$ cat src/sv/rmsn_pkg.sv
// ----------------------------------------------------------------------------
// rmsn_pkg: shared types and constants for the two-pass RMS normalization core
// Operation codes, register indexes, reset values and the request and
// response records exchanged between the sequencer and the floating-point unit.
// ----------------------------------------------------------------------------
package rmsn_pkg;

  localparam int CFG_IDX_W = 2;

  localparam logic [CFG_IDX_W-1:0] CFG_ROW_LENGTH   = 2'd0;
  localparam logic [CFG_IDX_W-1:0] CFG_EPSILON_BITS = 2'd1;
  localparam logic [CFG_IDX_W-1:0] CFG_USE_WEIGHT   = 2'd2;
  localparam logic [CFG_IDX_W-1:0] CFG_OUTPUT_BF16  = 2'd3;

  localparam logic [15:0] RST_ROW_LENGTH   = 16'd1;
  localparam logic [31:0] RST_EPSILON_BITS = 32'h358637BD;
  localparam logic        RST_USE_WEIGHT   = 1'b1;
  localparam logic        RST_OUTPUT_BF16  = 1'b0;

  localparam logic [1:0] OP_MUL = 2'd0;
  localparam logic [1:0] OP_ADD = 2'd1;
  localparam logic [1:0] OP_DIV = 2'd2;
  localparam logic [1:0] OP_RSQ = 2'd3;

  localparam logic [31:0] NAN_DEFAULT = 32'hFFC00000;
  localparam logic [31:0] NAN_POS     = 32'h7FC00000;
  localparam logic [31:0] QUIET_BIT   = 32'h00400000;

  typedef struct packed {
    logic        start;
    logic [1:0]  op;
    logic [31:0] a;
    logic [31:0] b;
    logic [15:0] divisor;
  } fpu_req_t;

  typedef struct packed {
    logic        done;
    logic [31:0] result;
  } fpu_rsp_t;

endpackage

$ cat src/sv/rmsn_cfg_if.sv
// ----------------------------------------------------------------------------
// rmsn_cfg_if: register write channel
// Carries a register index and write data under a valid/ready handshake.
// ----------------------------------------------------------------------------
interface rmsn_cfg_if;
  logic                           valid;
  logic                           ready;
  logic [rmsn_pkg::CFG_IDX_W-1:0] index;
  logic [31:0]                    data;

  modport source(output valid, output index, output data, input ready);
  modport sink(input valid, input index, input data, output ready);
endinterface

$ cat src/sv/rmsn_in_if.sv
// ----------------------------------------------------------------------------
// rmsn_in_if: element input channel
// Carries the command, the bf16 element and the bf16 weight.
// ----------------------------------------------------------------------------
interface rmsn_in_if;
  logic        valid;
  logic        ready;
  logic        command;
  logic [15:0] x_bits;
  logic [15:0] weight_bits;

  modport source(output valid, output command, output x_bits, output weight_bits,
                 input ready);
  modport sink(input valid, input command, input x_bits, input weight_bits,
               output ready);
endinterface

$ cat src/sv/rmsn_out_if.sv
// ----------------------------------------------------------------------------
// rmsn_out_if: result output channel
// Carries the result value bits and the flag that marks a row rstd.
// ----------------------------------------------------------------------------
interface rmsn_out_if;
  logic        valid;
  logic        ready;
  logic [31:0] value_bits;
  logic        is_rstd;

  modport source(output valid, output value_bits, output is_rstd, input ready);
  modport sink(input valid, input value_bits, input is_rstd, output ready);
endinterface

$ cat src/sv/rmsn_fpu.sv
// ----------------------------------------------------------------------------
// rmsn_fpu: iterative single-precision arithmetic unit
// Multiply, add, divide by an integer and reciprocal square root, all
// correctly rounded, built around one normalize-and-round stage, a bit-serial
// divider and a bit-serial root search.
// ----------------------------------------------------------------------------
module rmsn_fpu (
  input  logic                clk,
  input  logic                rst,
  input  rmsn_pkg::fpu_req_t  req,
  output rmsn_pkg::fpu_rsp_t  rsp
);

  localparam logic [2:0] F_IDLE    = 3'd0;
  localparam logic [2:0] F_NORM    = 3'd1;
  localparam logic [2:0] F_DIV     = 3'd2;
  localparam logic [2:0] F_PACK    = 3'd3;
  localparam logic [2:0] F_RSQ     = 3'd4;
  localparam logic [2:0] F_RSQ_RND = 3'd5;

  localparam logic [78:0] RSQ_ONE  = 79'd1 << 74;
  localparam logic [74:0] RSQ_ONE75 = 75'd1 << 74;

  logic [2:0]         state;
  logic [1:0]         op;
  logic               sign;
  logic signed [11:0] e;
  logic [49:0]        m;
  logic [15:0]        rem;
  logic [5:0]         cnt;
  logic [74:0]        p;
  logic [50:0]        racc;
  logic [25:0]        r;
  logic [15:0]        divisor;
  logic               done;
  logic [31:0]        result;

  // Operand decode.
  logic [7:0]  a_exp, b_exp, a_e8, b_e8;
  logic        a_nan, b_nan, a_inf, b_inf, a_zero, b_zero;
  logic [23:0] a_mant, b_mant;
  logic signed [11:0] a_e, b_e;
  logic [47:0] prod;

  assign a_exp  = req.a[30:23];
  assign b_exp  = req.b[30:23];
  assign a_nan  = (a_exp == 8'hFF) && (req.a[22:0] != 23'd0);
  assign b_nan  = (b_exp == 8'hFF) && (req.b[22:0] != 23'd0);
  assign a_inf  = (a_exp == 8'hFF) && (req.a[22:0] == 23'd0);
  assign b_inf  = (b_exp == 8'hFF) && (req.b[22:0] == 23'd0);
  assign a_zero = (req.a[30:0] == 31'd0);
  assign b_zero = (req.b[30:0] == 31'd0);
  assign a_mant = {a_exp != 8'd0, req.a[22:0]};
  assign b_mant = {b_exp != 8'd0, req.b[22:0]};
  assign a_e8   = (a_exp == 8'd0) ? 8'd1 : a_exp;
  assign b_e8   = (b_exp == 8'd0) ? 8'd1 : b_exp;
  assign a_e    = signed'({4'd0, a_e8});
  assign b_e    = signed'({4'd0, b_e8});
  assign prod   = a_mant * b_mant;

  // Alignment and add for the add operation.
  logic        swap;
  logic [23:0] big_mant, small_mant;
  logic [7:0]  big_e8, small_e8, al_d;
  logic [5:0]  al_dd;
  logic [49:0] al_x, al_y, al_ysh, al_mask, al_yj, al_sum;
  logic        al_lost, big_sign;

  assign swap       = req.b[30:0] > req.a[30:0];
  assign big_mant   = swap ? b_mant : a_mant;
  assign small_mant = swap ? a_mant : b_mant;
  assign big_e8     = swap ? b_e8 : a_e8;
  assign small_e8   = swap ? a_e8 : b_e8;
  assign big_sign   = swap ? req.b[31] : req.a[31];
  assign al_d       = big_e8 - small_e8;
  assign al_dd      = (al_d > 8'd50) ? 6'd50 : al_d[5:0];
  assign al_x       = {1'b0, big_mant, 25'd0};
  assign al_y       = {1'b0, small_mant, 25'd0};
  assign al_ysh     = al_y >> al_dd;
  assign al_mask    = (50'd1 << al_dd) - 50'd1;
  assign al_lost    = |(al_y & al_mask);
  assign al_yj      = al_ysh | {49'd0, al_lost};
  assign al_sum     = (req.a[31] == req.b[31]) ? (al_x + al_yj) : (al_x - al_yj);

  // Final normalize-and-round stage.
  logic signed [11:0] pk_biased, pk_dsub;
  logic               pk_ovf, pk_sub, pk_lost, pk_up;
  logic [5:0]         pk_dd;
  logic [49:0]        pk_sh, pk_mask;
  logic [23:0]        pk_keep;
  logic [7:0]         pk_expf;
  logic [30:0]        pk_body;

  assign pk_biased = e + 12'sd176;
  assign pk_ovf    = pk_biased > 12'sd254;
  assign pk_sub    = pk_biased < 12'sd1;
  assign pk_dsub   = 12'sd1 - pk_biased;
  assign pk_dd     = !pk_sub ? 6'd0 : ((pk_dsub > 12'sd50) ? 6'd50 : pk_dsub[5:0]);
  assign pk_sh     = m >> pk_dd;
  assign pk_mask   = (50'd1 << pk_dd) - 50'd1;
  assign pk_lost   = |(m & pk_mask);
  assign pk_keep   = pk_sh[49:26];
  assign pk_up     = pk_sh[25] & ((|pk_sh[24:0]) | pk_lost | pk_keep[0]);
  assign pk_expf   = pk_sub ? 8'd0 : pk_biased[7:0];
  assign pk_body   = {pk_expf, pk_keep[22:0]} + {30'd0, pk_up};

  // Divider step.
  logic [16:0] dv_sh;
  logic        dv_ge;
  logic [15:0] dv_rem;

  assign dv_sh  = {rem, m[49]};
  assign dv_ge  = dv_sh >= {1'b0, divisor};
  assign dv_rem = dv_ge ? 16'(dv_sh - {1'b0, divisor}) : dv_sh[15:0];

  // Root search step: tests (r + 2^cnt)^2 * m against 2^74.
  logic [78:0] rs_sum;
  logic        rs_take;

  assign rs_sum  = 79'(p) + (79'(racc) << (cnt + 6'd1)) + (79'(m[24:0]) << {cnt, 1'b0});
  assign rs_take = rs_sum <= RSQ_ONE;

  // Root rounding.
  logic               rr_sticky, rr_up;
  logic [23:0]        rr_keep;
  logic signed [11:0] rr_half, rr_field;

  assign rr_sticky = p != RSQ_ONE75;
  assign rr_keep   = r[25] ? r[25:2] : r[24:1];
  assign rr_up     = r[25] ? (r[1] & (r[0] | rr_sticky | r[2])) : (r[0] & (rr_sticky | r[1]));
  assign rr_half   = e >>> 1;
  assign rr_field  = 12'sd113 - rr_half + (r[25] ? 12'sd2 : 12'sd1);

  always_ff @(posedge clk) begin
    if (rst) begin
      state <= F_IDLE;
      done  <= 1'b0;
    end else begin
      done <= 1'b0;
      unique case (state)
        F_IDLE: begin
          if (req.start) begin
            op      <= req.op;
            divisor <= req.divisor;
            unique case (req.op)
              rmsn_pkg::OP_MUL: begin
                priority if (a_nan) begin
                  result <= req.a | rmsn_pkg::QUIET_BIT; done <= 1'b1;
                end else if (b_nan) begin
                  result <= req.b | rmsn_pkg::QUIET_BIT; done <= 1'b1;
                end else if ((a_inf && b_zero) || (a_zero && b_inf)) begin
                  result <= rmsn_pkg::NAN_DEFAULT; done <= 1'b1;
                end else if (a_inf || b_inf) begin
                  result <= {req.a[31] ^ req.b[31], 8'hFF, 23'd0}; done <= 1'b1;
                end else if (a_zero || b_zero) begin
                  result <= {req.a[31] ^ req.b[31], 31'd0}; done <= 1'b1;
                end else begin
                  m     <= {2'd0, prod};
                  e     <= a_e + b_e - 12'sd300;
                  sign  <= req.a[31] ^ req.b[31];
                  state <= F_PACK;
                end
              end
              rmsn_pkg::OP_ADD: begin
                priority if (a_nan) begin
                  result <= req.a | rmsn_pkg::QUIET_BIT; done <= 1'b1;
                end else if (b_nan) begin
                  result <= req.b | rmsn_pkg::QUIET_BIT; done <= 1'b1;
                end else if (a_inf && b_inf && (req.a[31] != req.b[31])) begin
                  result <= rmsn_pkg::NAN_DEFAULT; done <= 1'b1;
                end else if (a_inf) begin
                  result <= req.a; done <= 1'b1;
                end else if (b_inf) begin
                  result <= req.b; done <= 1'b1;
                end else if (a_zero && b_zero) begin
                  result <= {req.a[31] & req.b[31], 31'd0}; done <= 1'b1;
                end else if (a_zero) begin
                  result <= req.b; done <= 1'b1;
                end else if (b_zero) begin
                  result <= req.a; done <= 1'b1;
                end else if ((req.a[30:0] == req.b[30:0]) && (req.a[31] != req.b[31])) begin
                  result <= 32'd0; done <= 1'b1;
                end else begin
                  m     <= al_sum;
                  e     <= signed'({4'd0, big_e8}) - 12'sd175;
                  sign  <= big_sign;
                  state <= F_PACK;
                end
              end
              rmsn_pkg::OP_DIV: begin
                priority if (a_nan) begin
                  result <= req.a | rmsn_pkg::QUIET_BIT; done <= 1'b1;
                end else if (a_inf || a_zero) begin
                  result <= req.a; done <= 1'b1;
                end else begin
                  m     <= {26'd0, a_mant};
                  e     <= a_e - 12'sd150;
                  sign  <= req.a[31];
                  state <= F_NORM;
                end
              end
              rmsn_pkg::OP_RSQ: begin
                priority if (a_exp == 8'hFF) begin
                  result <= (req.a[22:0] != 23'd0 || req.a[31]) ? rmsn_pkg::NAN_POS : 32'd0;
                  done   <= 1'b1;
                end else if (a_zero) begin
                  result <= req.a[31] ? 32'hFF800000 : 32'h7F800000; done <= 1'b1;
                end else if (req.a[31]) begin
                  result <= rmsn_pkg::NAN_POS; done <= 1'b1;
                end else begin
                  m     <= {26'd0, a_mant};
                  e     <= a_e - 12'sd150;
                  sign  <= 1'b0;
                  state <= F_NORM;
                end
              end
              default: state <= F_IDLE;
            endcase
          end
        end
        F_NORM: begin
          if (!m[23]) begin
            m <= m << 1;
            e <= e - 12'sd1;
          end else if (op == rmsn_pkg::OP_DIV) begin
            m     <= {m[23:0], 26'd0};
            e     <= e - 12'sd26;
            rem   <= 16'd0;
            cnt   <= 6'd49;
            state <= F_DIV;
          end else begin
            if (e[0]) begin
              m <= m << 1;
              e <= e - 12'sd1;
            end
            p     <= 75'd0;
            racc  <= 51'd0;
            r     <= 26'd0;
            cnt   <= 6'd25;
            state <= F_RSQ;
          end
        end
        F_DIV: begin
          rem <= dv_rem;
          cnt <= cnt - 6'd1;
          if (cnt == 6'd0) begin
            m     <= {m[48:0], dv_ge | (dv_rem != 16'd0)};
            state <= F_PACK;
          end else begin
            m <= {m[48:0], dv_ge};
          end
        end
        F_PACK: begin
          if (!m[49]) begin
            m <= m << 1;
            e <= e - 12'sd1;
          end else begin
            result <= pk_ovf ? {sign, 8'hFF, 23'd0} : {sign, pk_body};
            done   <= 1'b1;
            state  <= F_IDLE;
          end
        end
        F_RSQ: begin
          if (rs_take) begin
            p          <= rs_sum[74:0];
            racc       <= racc + (51'(m[24:0]) << cnt);
            r[cnt[4:0]] <= 1'b1;
          end
          cnt <= cnt - 6'd1;
          if (cnt == 6'd0) begin
            state <= F_RSQ_RND;
          end
        end
        F_RSQ_RND: begin
          result <= {1'b0, rr_field[7:0], rr_keep[22:0]} + {31'd0, rr_up};
          done   <= 1'b1;
          state  <= F_IDLE;
        end
        default: state <= F_IDLE;
      endcase
    end
  end

  assign rsp.done   = done;
  assign rsp.result = result;

`ifndef NO_ASSERTIONS
  a_start_idle: assert property (@(posedge clk) disable iff (rst)
    req.start |-> (state == F_IDLE))
    else $error("operation started while the unit is busy");

  a_pack_nonzero: assert property (@(posedge clk) disable iff (rst)
    (state == F_PACK) |-> (m != 50'd0))
    else $error("normalization entered with a zero mantissa");

  a_root_bound: assert property (@(posedge clk) disable iff (rst)
    (state == F_RSQ) |-> (p <= RSQ_ONE75))
    else $error("root search product exceeds its bound");
`endif

endmodule

$ cat src/sv/rms_norm_two_pass_core.sv
// ----------------------------------------------------------------------------
// rms_norm_two_pass_core: RMS normalization of bf16 rows in two passes
// Accumulates squares of a row, closes the row with a reciprocal RMS, and
// scales elements by it, optionally weighted, with f32 or bf16 output.
// ----------------------------------------------------------------------------
//  Channel  Role    Payload
//  cfg      sink    index, data            register writes, always ready
//  item     sink    command, x_bits, weight_bits
//  result   source  value_bits, is_rstd
//
//  One item at a time; all arithmetic runs through one shared iterative unit.
//  An accumulate squares the element and adds it to the sum; one that
//  closes a row then divides the sum by the row length, adds epsilon and
//  runs the root search; apply multiplies by the stored rstd and, if
//  weighted, by the weight. Subnormal operands are shifted to normalize them.
//  Reset restores all registers and clears the sum, count and stored rstd.
//  A held result does not stall input; the next result waits for it to drain.
// ----------------------------------------------------------------------------
module rms_norm_two_pass_core (
  input logic         clk,
  input logic         rst,
  rmsn_cfg_if.sink    cfg,
  rmsn_in_if.sink     item,
  rmsn_out_if.source  result
);

  localparam logic [3:0] S_IDLE    = 4'd0;
  localparam logic [3:0] S_ACC_SQ  = 4'd1;
  localparam logic [3:0] S_ACC_SUM = 4'd2;
  localparam logic [3:0] S_DIV     = 4'd3;
  localparam logic [3:0] S_EPS     = 4'd4;
  localparam logic [3:0] S_RSQ     = 4'd5;
  localparam logic [3:0] S_APP_X   = 4'd6;
  localparam logic [3:0] S_APP_W   = 4'd7;
  localparam logic [3:0] S_EMIT    = 4'd8;

  logic [3:0]         state;
  rmsn_pkg::fpu_req_t fpu_req;
  rmsn_pkg::fpu_rsp_t fpu_rsp;

  logic [15:0] row_length;
  logic [31:0] epsilon_bits;
  logic        use_weight;
  logic        output_bf16;
  logic [31:0] square_sum;
  logic [15:0] element_count;
  logic [31:0] inverse_rms;
  logic [15:0] weight;
  logic [31:0] res_value;
  logic        res_rstd;
  logic        out_valid;
  logic [31:0] out_value;
  logic        out_rstd;

  logic [15:0] len_eff;
  logic [15:0] count_next;

  function automatic logic [15:0] to_bf16(input logic [31:0] b);
    logic [31:0] s;
    s = b + 32'h00007FFF + {31'd0, b[16]};
    if ((b[30:23] == 8'hFF) && (b[22:0] != 23'd0)) begin
      return b[31:16] | 16'h0040;
    end
    return s[31:16];
  endfunction

  assign len_eff    = (row_length == 16'd0) ? 16'd1 : row_length;
  assign count_next = element_count + 16'd1;

  rmsn_fpu u_fpu (
    .clk (clk),
    .rst (rst),
    .req (fpu_req),
    .rsp (fpu_rsp)
  );

  always_ff @(posedge clk) begin
    if (rst) begin
      state         <= S_IDLE;
      fpu_req.start <= 1'b0;
      row_length    <= rmsn_pkg::RST_ROW_LENGTH;
      epsilon_bits  <= rmsn_pkg::RST_EPSILON_BITS;
      use_weight    <= rmsn_pkg::RST_USE_WEIGHT;
      output_bf16   <= rmsn_pkg::RST_OUTPUT_BF16;
      square_sum    <= 32'd0;
      element_count <= 16'd0;
      inverse_rms   <= 32'd0;
      out_valid     <= 1'b0;
    end else begin
      fpu_req.start <= 1'b0;

      if (cfg.valid) begin
        unique case (cfg.index)
          rmsn_pkg::CFG_ROW_LENGTH:   row_length   <= cfg.data[15:0];
          rmsn_pkg::CFG_EPSILON_BITS: epsilon_bits <= cfg.data;
          rmsn_pkg::CFG_USE_WEIGHT:   use_weight   <= cfg.data[0];
          rmsn_pkg::CFG_OUTPUT_BF16:  output_bf16  <= cfg.data[0];
          default: ;
        endcase
      end

      if (out_valid && result.ready && (state != S_EMIT)) begin
        out_valid <= 1'b0;
      end

      unique case (state)
        S_IDLE: begin
          if (item.valid) begin
            weight          <= item.weight_bits;
            fpu_req.start   <= 1'b1;
            fpu_req.a       <= {item.x_bits, 16'd0};
            fpu_req.divisor <= len_eff;
            if (item.command) begin
              fpu_req.op <= rmsn_pkg::OP_MUL;
              fpu_req.b  <= inverse_rms;
              state      <= S_APP_X;
            end else begin
              fpu_req.op <= rmsn_pkg::OP_MUL;
              fpu_req.b  <= {item.x_bits, 16'd0};
              state      <= S_ACC_SQ;
            end
          end
        end
        S_ACC_SQ: begin
          if (fpu_rsp.done) begin
            fpu_req.start <= 1'b1;
            fpu_req.op    <= rmsn_pkg::OP_ADD;
            fpu_req.a     <= square_sum;
            fpu_req.b     <= fpu_rsp.result;
            state         <= S_ACC_SUM;
          end
        end
        S_ACC_SUM: begin
          if (fpu_rsp.done) begin
            square_sum <= fpu_rsp.result;
            if (count_next < len_eff) begin
              element_count <= count_next;
              state         <= S_IDLE;
            end else begin
              fpu_req.start <= 1'b1;
              fpu_req.op    <= rmsn_pkg::OP_DIV;
              fpu_req.a     <= fpu_rsp.result;
              state         <= S_DIV;
            end
          end
        end
        S_DIV: begin
          if (fpu_rsp.done) begin
            fpu_req.start <= 1'b1;
            fpu_req.op    <= rmsn_pkg::OP_ADD;
            fpu_req.a     <= fpu_rsp.result;
            fpu_req.b     <= epsilon_bits;
            state         <= S_EPS;
          end
        end
        S_EPS: begin
          if (fpu_rsp.done) begin
            fpu_req.start <= 1'b1;
            fpu_req.op    <= rmsn_pkg::OP_RSQ;
            fpu_req.a     <= fpu_rsp.result;
            state         <= S_RSQ;
          end
        end
        S_RSQ: begin
          if (fpu_rsp.done) begin
            inverse_rms   <= fpu_rsp.result;
            square_sum    <= 32'd0;
            element_count <= 16'd0;
            res_value     <= fpu_rsp.result;
            res_rstd      <= 1'b1;
            state         <= S_EMIT;
          end
        end
        S_APP_X: begin
          if (fpu_rsp.done) begin
            if (use_weight) begin
              fpu_req.start <= 1'b1;
              fpu_req.op    <= rmsn_pkg::OP_MUL;
              fpu_req.a     <= fpu_rsp.result;
              fpu_req.b     <= {weight, 16'd0};
              state         <= S_APP_W;
            end else begin
              res_value <= output_bf16 ? {16'd0, to_bf16(fpu_rsp.result)} : fpu_rsp.result;
              res_rstd  <= 1'b0;
              state     <= S_EMIT;
            end
          end
        end
        S_APP_W: begin
          if (fpu_rsp.done) begin
            res_value <= output_bf16 ? {16'd0, to_bf16(fpu_rsp.result)} : fpu_rsp.result;
            res_rstd  <= 1'b0;
            state     <= S_EMIT;
          end
        end
        S_EMIT: begin
          if (!out_valid || result.ready) begin
            out_valid <= 1'b1;
            out_value <= res_value;
            out_rstd  <= res_rstd;
            state     <= S_IDLE;
          end
        end
        default: state <= S_IDLE;
      endcase
    end
  end

  assign cfg.ready         = 1'b1;
  assign item.ready        = (state == S_IDLE);
  assign result.valid      = out_valid;
  assign result.value_bits = out_value;
  assign result.is_rstd    = out_rstd;

`ifndef NO_ASSERTIONS
  a_issue_on_accept: assert property (@(posedge clk) disable iff (rst)
    (item.valid && item.ready) |=> fpu_req.start)
    else $error("accepted transaction did not start the arithmetic unit");

  a_done_when_busy: assert property (@(posedge clk) disable iff (rst)
    fpu_rsp.done |-> (state != S_IDLE && state != S_EMIT))
    else $error("arithmetic unit finished with no operation pending");

  a_rstd_stored: assert property (@(posedge clk) disable iff (rst)
    (state == S_EMIT && res_rstd) |-> (res_value == inverse_rms))
    else $error("emitted rstd differs from the stored value");
`endif

endmodule
$ cat src/flat_wrapper.sv
// flat-port wrapper written by rule: the top's interface ports become plain ports
module rms_norm_two_pass_core_flat 
  (clk, rst, cfg_valid, cfg_index, cfg_data, cfg_ready, item_valid, item_command, item_x_bits, item_weight_bits, item_ready, result_valid, result_value_bits, result_is_rstd, result_ready);
  rmsn_cfg_if cfg_i ();
  rmsn_in_if item_i ();
  rmsn_out_if result_i ();
  input logic clk;
  input logic rst;
  input wire logic [$bits(cfg_i.valid)-1:0] cfg_valid;
  input wire logic [$bits(cfg_i.index)-1:0] cfg_index;
  input wire logic [$bits(cfg_i.data)-1:0] cfg_data;
  output wire logic [$bits(cfg_i.ready)-1:0] cfg_ready;
  input wire logic [$bits(item_i.valid)-1:0] item_valid;
  input wire logic [$bits(item_i.command)-1:0] item_command;
  input wire logic [$bits(item_i.x_bits)-1:0] item_x_bits;
  input wire logic [$bits(item_i.weight_bits)-1:0] item_weight_bits;
  output wire logic [$bits(item_i.ready)-1:0] item_ready;
  output wire logic [$bits(result_i.valid)-1:0] result_valid;
  output wire logic [$bits(result_i.value_bits)-1:0] result_value_bits;
  output wire logic [$bits(result_i.is_rstd)-1:0] result_is_rstd;
  input wire logic [$bits(result_i.ready)-1:0] result_ready;
  assign cfg_i.valid = cfg_valid;
  assign cfg_i.index = cfg_index;
  assign cfg_i.data = cfg_data;
  assign cfg_ready = cfg_i.ready;
  assign item_i.valid = item_valid;
  assign item_i.command = item_command;
  assign item_i.x_bits = item_x_bits;
  assign item_i.weight_bits = item_weight_bits;
  assign item_ready = item_i.ready;
  assign result_valid = result_i.valid;
  assign result_value_bits = result_i.value_bits;
  assign result_is_rstd = result_i.is_rstd;
  assign result_i.ready = result_ready;
  rms_norm_two_pass_core u_core (.clk(clk), .rst(rst), .cfg(cfg_i), .item(item_i), .result(result_i));
endmodule
$ cat config.mk
export PLATFORM = sky130hd
export DESIGN_NAME = rms_norm_two_pass_core_flat
export DESIGN_NICKNAME = d
export VERILOG_FILES = /design/src/sv/rmsn_pkg.sv /design/src/sv/rmsn_cfg_if.sv /design/src/sv/rmsn_in_if.sv /design/src/sv/rmsn_out_if.sv /design/src/sv/rmsn_fpu.sv /design/src/sv/rms_norm_two_pass_core.sv /design/src/flat_wrapper.sv
export SDC_FILE = /design/constraint.sdc
export NUM_CORES = 2
export LEC_CHECK = 0
export ABC_AREA = 1
export BUFFER_PORTS_ARGS = -buffer_cell sky130_fd_sc_hd__buf_2
export CAP_MARGIN = 20
export CORE_ASPECT_RATIO = 0.75
export CORE_MARGIN = 2
export CORE_UTILIZATION = 52
export CTS_BUF_LIST = sky130_fd_sc_hd__clkbuf_4 sky130_fd_sc_hd__clkbuf_8 sky130_fd_sc_hd__clkbuf_16
export CTS_CLUSTER_DIAMETER = 30
export DETAILED_ROUTE_END_ITERATION = 8
export PLACE_DENSITY = 0.7
export SYNTH_ARGS = -nofsm -noshare
export SYNTH_HDL_FRONTEND = slang
export SYNTH_SLANG_ARGS = --single-unit
$ cat constraint.sdc
create_clock -name clk -period 14.8 [get_ports clk]
set_input_delay 1.48 -clock clk [delete_from_list [all_inputs] [get_ports clk]]
set_output_delay 1.48 -clock clk [all_outputs]
set_load 0.01 [all_outputs]
==> summary.md <==
| Metric | Value |
|---|---|
| Status | finished with violations |
| Failing checks | DRC |
| Worst Path Arrival | 11.40 ns |
| Syn. warnings | 0 |
| Drt wl/cell | 25.5 um |
| Via Count | 81,028 |
| Final setup vio count | 0 |
| GRT busiest layer | met1 |
| Post-DP HPWL | 266,000 um |
| FF+latch count, synth | 591 |
| CTS Buf Count | 114 |
| Crit Path Max Fanout | 56 |
| Slew Viols, Final | 0 |
| Vias in the first global route | 74,154 |
| Die H | 338 um |
| Filler cell count in the final layout | 14,124 |
| EDFF count, synth | 451 |
| Worst path top cell family by delay | simple AND/OR/NAND/NOR gates |
| Num ports | 108 |
| 1st-pass router iterations | 9 |
| Hold Fails Final Rpt | 0 |
| Core ar. | 148,000 um^2 |
| Clock Skew | 0.143 ns |
| Largest area contributor in the netlist | edfxtp_1 |
| Post-CTS Resized | 0 |
| Largest net degree at the start of global routing | 128 |
| FMAX | 0.0912 GHz |
| Met3 usage | 16.2% |
| GR Layer Usage met2 | 57.6% |
| Initial DRC count | 12,514 |
| Asr flop ratio synth | 0% |
| Netlist Area Pre-Place | 77,400 um^2 |
| CTS tree | yes |
| H-tree Lvls | 3 |
| Top_reg_cell synth | edfxtp_1 |
| Crit path buf inv count | 8 |
| Initial antenna violation count | 18 |
| Final worst path period need | 10.96 ns |
| CP most frequent cell | nand2_1 |
| Slowest stage delay, CP | 0.64 ns |
| Slowest cell on the critical path | inv_2 |
| First-pass GRT wire length | 488,000 um |
| Setup TNS | 0 ns |
| Initial Utilization | 52.4% |
| Area contributors post-synth | edfxtp_1, fa_1, nand2_1 |
| Final wirelength | 333,000 um |
| Worst hold path type | reg2reg |
| Post-Syn Instances | 11,129 |
| Hold Slack | 0.408 ns |
| GP Congestion | 1.06 |
| Die X | 450 um |
| Final Cycle Share | 74.1% |
| GR Util All Layers | 42.6% |
| Critical Path RT | 15.24 ns |
| Max-slew headroom | 15.2% |
| Standard-cell rows | 122 |
| Longest Clk Path Bufs | 3 |
| Clock Tree Root | clkbuf_16 |
| ANT nets after route | 0 |
| Global route overflow | 0 |
| Syn Area/Cell | 6.96 um^2 |
| Clk sinks | 591 |
| Clock slew at reported path FFs | 0.06 ns |
| Crit Path Class | reg2reg |
| Yosys top cell area share | 17.5% |
| Hold-fix buffers, CTS | 0 |
| Worst slew pin tran | 1.26 ns |
| Vias per cell | 6.20 |
| Syn Nets | 12,259 |
| CP Capture Type | register |
| R2R setup slack | 3.84 ns |
| Most common library cells after synthesis | nand2_1, inv_1, nor2_1 |
| # nets final | 12,112 |
| RSZ-0062 raised after global routing | no |
| Worst-Skew Late Latency | 0.82 ns |
| IO buf count | 106 |
| Post-detailed-route DRC marker count | 1 |
| Die area | 152,000 um^2 |
| Synth unique cells | 83 |
| Layout cell share with drive strength beyond 1 | 6.62% |
| Top-count cell post-synth | nand2_1 |
| GRT met1 Usage | 61.4% |
| Sequential area share after synthesis | 21.1% |
| Critical Path Start Type | register |
| Layout area overhead | 8.49% |
| Max_cap viols | 0 |
| Setup Buffers After CTS | 0 |
-- path summary, 6_finish.rpt --
| check | from | endpoint | cells after the start |
|---|---|---|---|
| max | u_core.fpu_req[70]$_DFFE_PP_ | u_core.u_fpu.m[47]$_DFFE_PP_ | 54 |
| max reg2reg | u_core.fpu_req[70]$_DFFE_PP_ | u_core.u_fpu.m[47]$_DFFE_PP_ | 54 |
| min reg2reg | u_core.res_value[6]$_DFFE_PP_ | u_core.result.value_bits[6]$_DFFE_PP_ | 0 |
| min | u_core.res_value[6]$_DFFE_PP_ | u_core.result.value_bits[6]$_DFFE_PP_ | 0 |
-- worst register-to-register path: cells and delay by family (launching register included) --
family,cells,cell delay [ns]
flip-flops,1,0.33
AO/OA/AOI/OAI,9,2.02
adder cells (fa/ha/maj),5,1.64
XOR/XNOR,2,0.56
AND/OR/NAND/NOR,30,4.16
buffers and inverters,8,1.91
-- layout make-up --
class                      instances  area [um^2]  area share [%]
multi-input combinational       8178        52200            62.1
inverter                        1777         6680            7.95
tap                             1984         2480            2.95
antenna                            6         15.0          0.0179
timing repair buffer             320         2230            2.65
sequential                       591        16300            19.5
clock inverter                   102         1200            1.43
clock buffer                     115         2860            3.40
-- layout by cell type, fill, tap and decap left out, drive strengths merged, types with 60 or more instances in the layout --
master	instances
a21oi	733
a31oi	99
buf	317
clkbuf	118
clkinv	60
dfxtp	140
edfxtp	451
fa	564
ha	494
inv	1800
mux2i	71
nand2	2669
nand3	590
nand4	127
nor2	926
nor3	116
nor4	63
o211ai	68
o21ai	958
o22ai	125
xnor2	65
xor2	129
-- registers in the layout, indices dropped and copies added (netlist names), 12 cells and up --
name / flops
u_core.u_fpu.p: 75
u_core.square_sum: 32
u_core.row_length: 16
u_core.u_fpu.rem: 16
u_core.weight: 16
u_core.u_fpu.e: 12
u_core.res_value: 32
u_core.result.value_bits: 32
u_core.fpu_req: 83
u_core.element_count: 16
u_core.inverse_rms: 32
u_core.epsilon_bits: 32
u_core.u_fpu.racc: 51
u_core.u_fpu.result: 32
u_core.u_fpu.r: 26
u_core.u_fpu.m: 50
u_core.u_fpu.divisor: 16
-- per-layer routing --
layer  part of all wire [%]  up-vias
li1                       -    36162
met1                     42    38452
met2                     39     5617
met3                     15      781
met4                    4.1       16
met5                  0.035        -
-- kinds of logic after synthesis --
family | after synthesis | share of synthesized area [%]
flops | 591 | 21.1
mux | 71 | 0.918
fa+ha+maj | 1058 | 22.6
compound gates | 2303 | 16.9
other cells | 1 | 0.00484
xor+xnor | 194 | 2.22
buf+inv | 2360 | 11.7
simple gates | 4551 | 24.6
-- metrics by stage --
| stage | instance area [um^2] | worst slack (ns) | util, % | cells |
|---|---|---|---|---|
| floorplan | 77400 | 0.397 | - | 11129 |
| global placement | 79600 | 4.29 | 53.9 | 12821 |
| detailed placement | 79800 | 4.35 | 54.0 | 12838 |
| CTS | 83800 | 4.18 | 56.7 | 13055 |
| global route | 84000 | 3.03 | 56.8 | 13069 |
| finish | 84000 | 3.84 | 56.9 | 13073 |
Power is left out: the tool's default activity adds up to more than one toggle a clock period on the data nets, which glitch-free logic cannot reach.
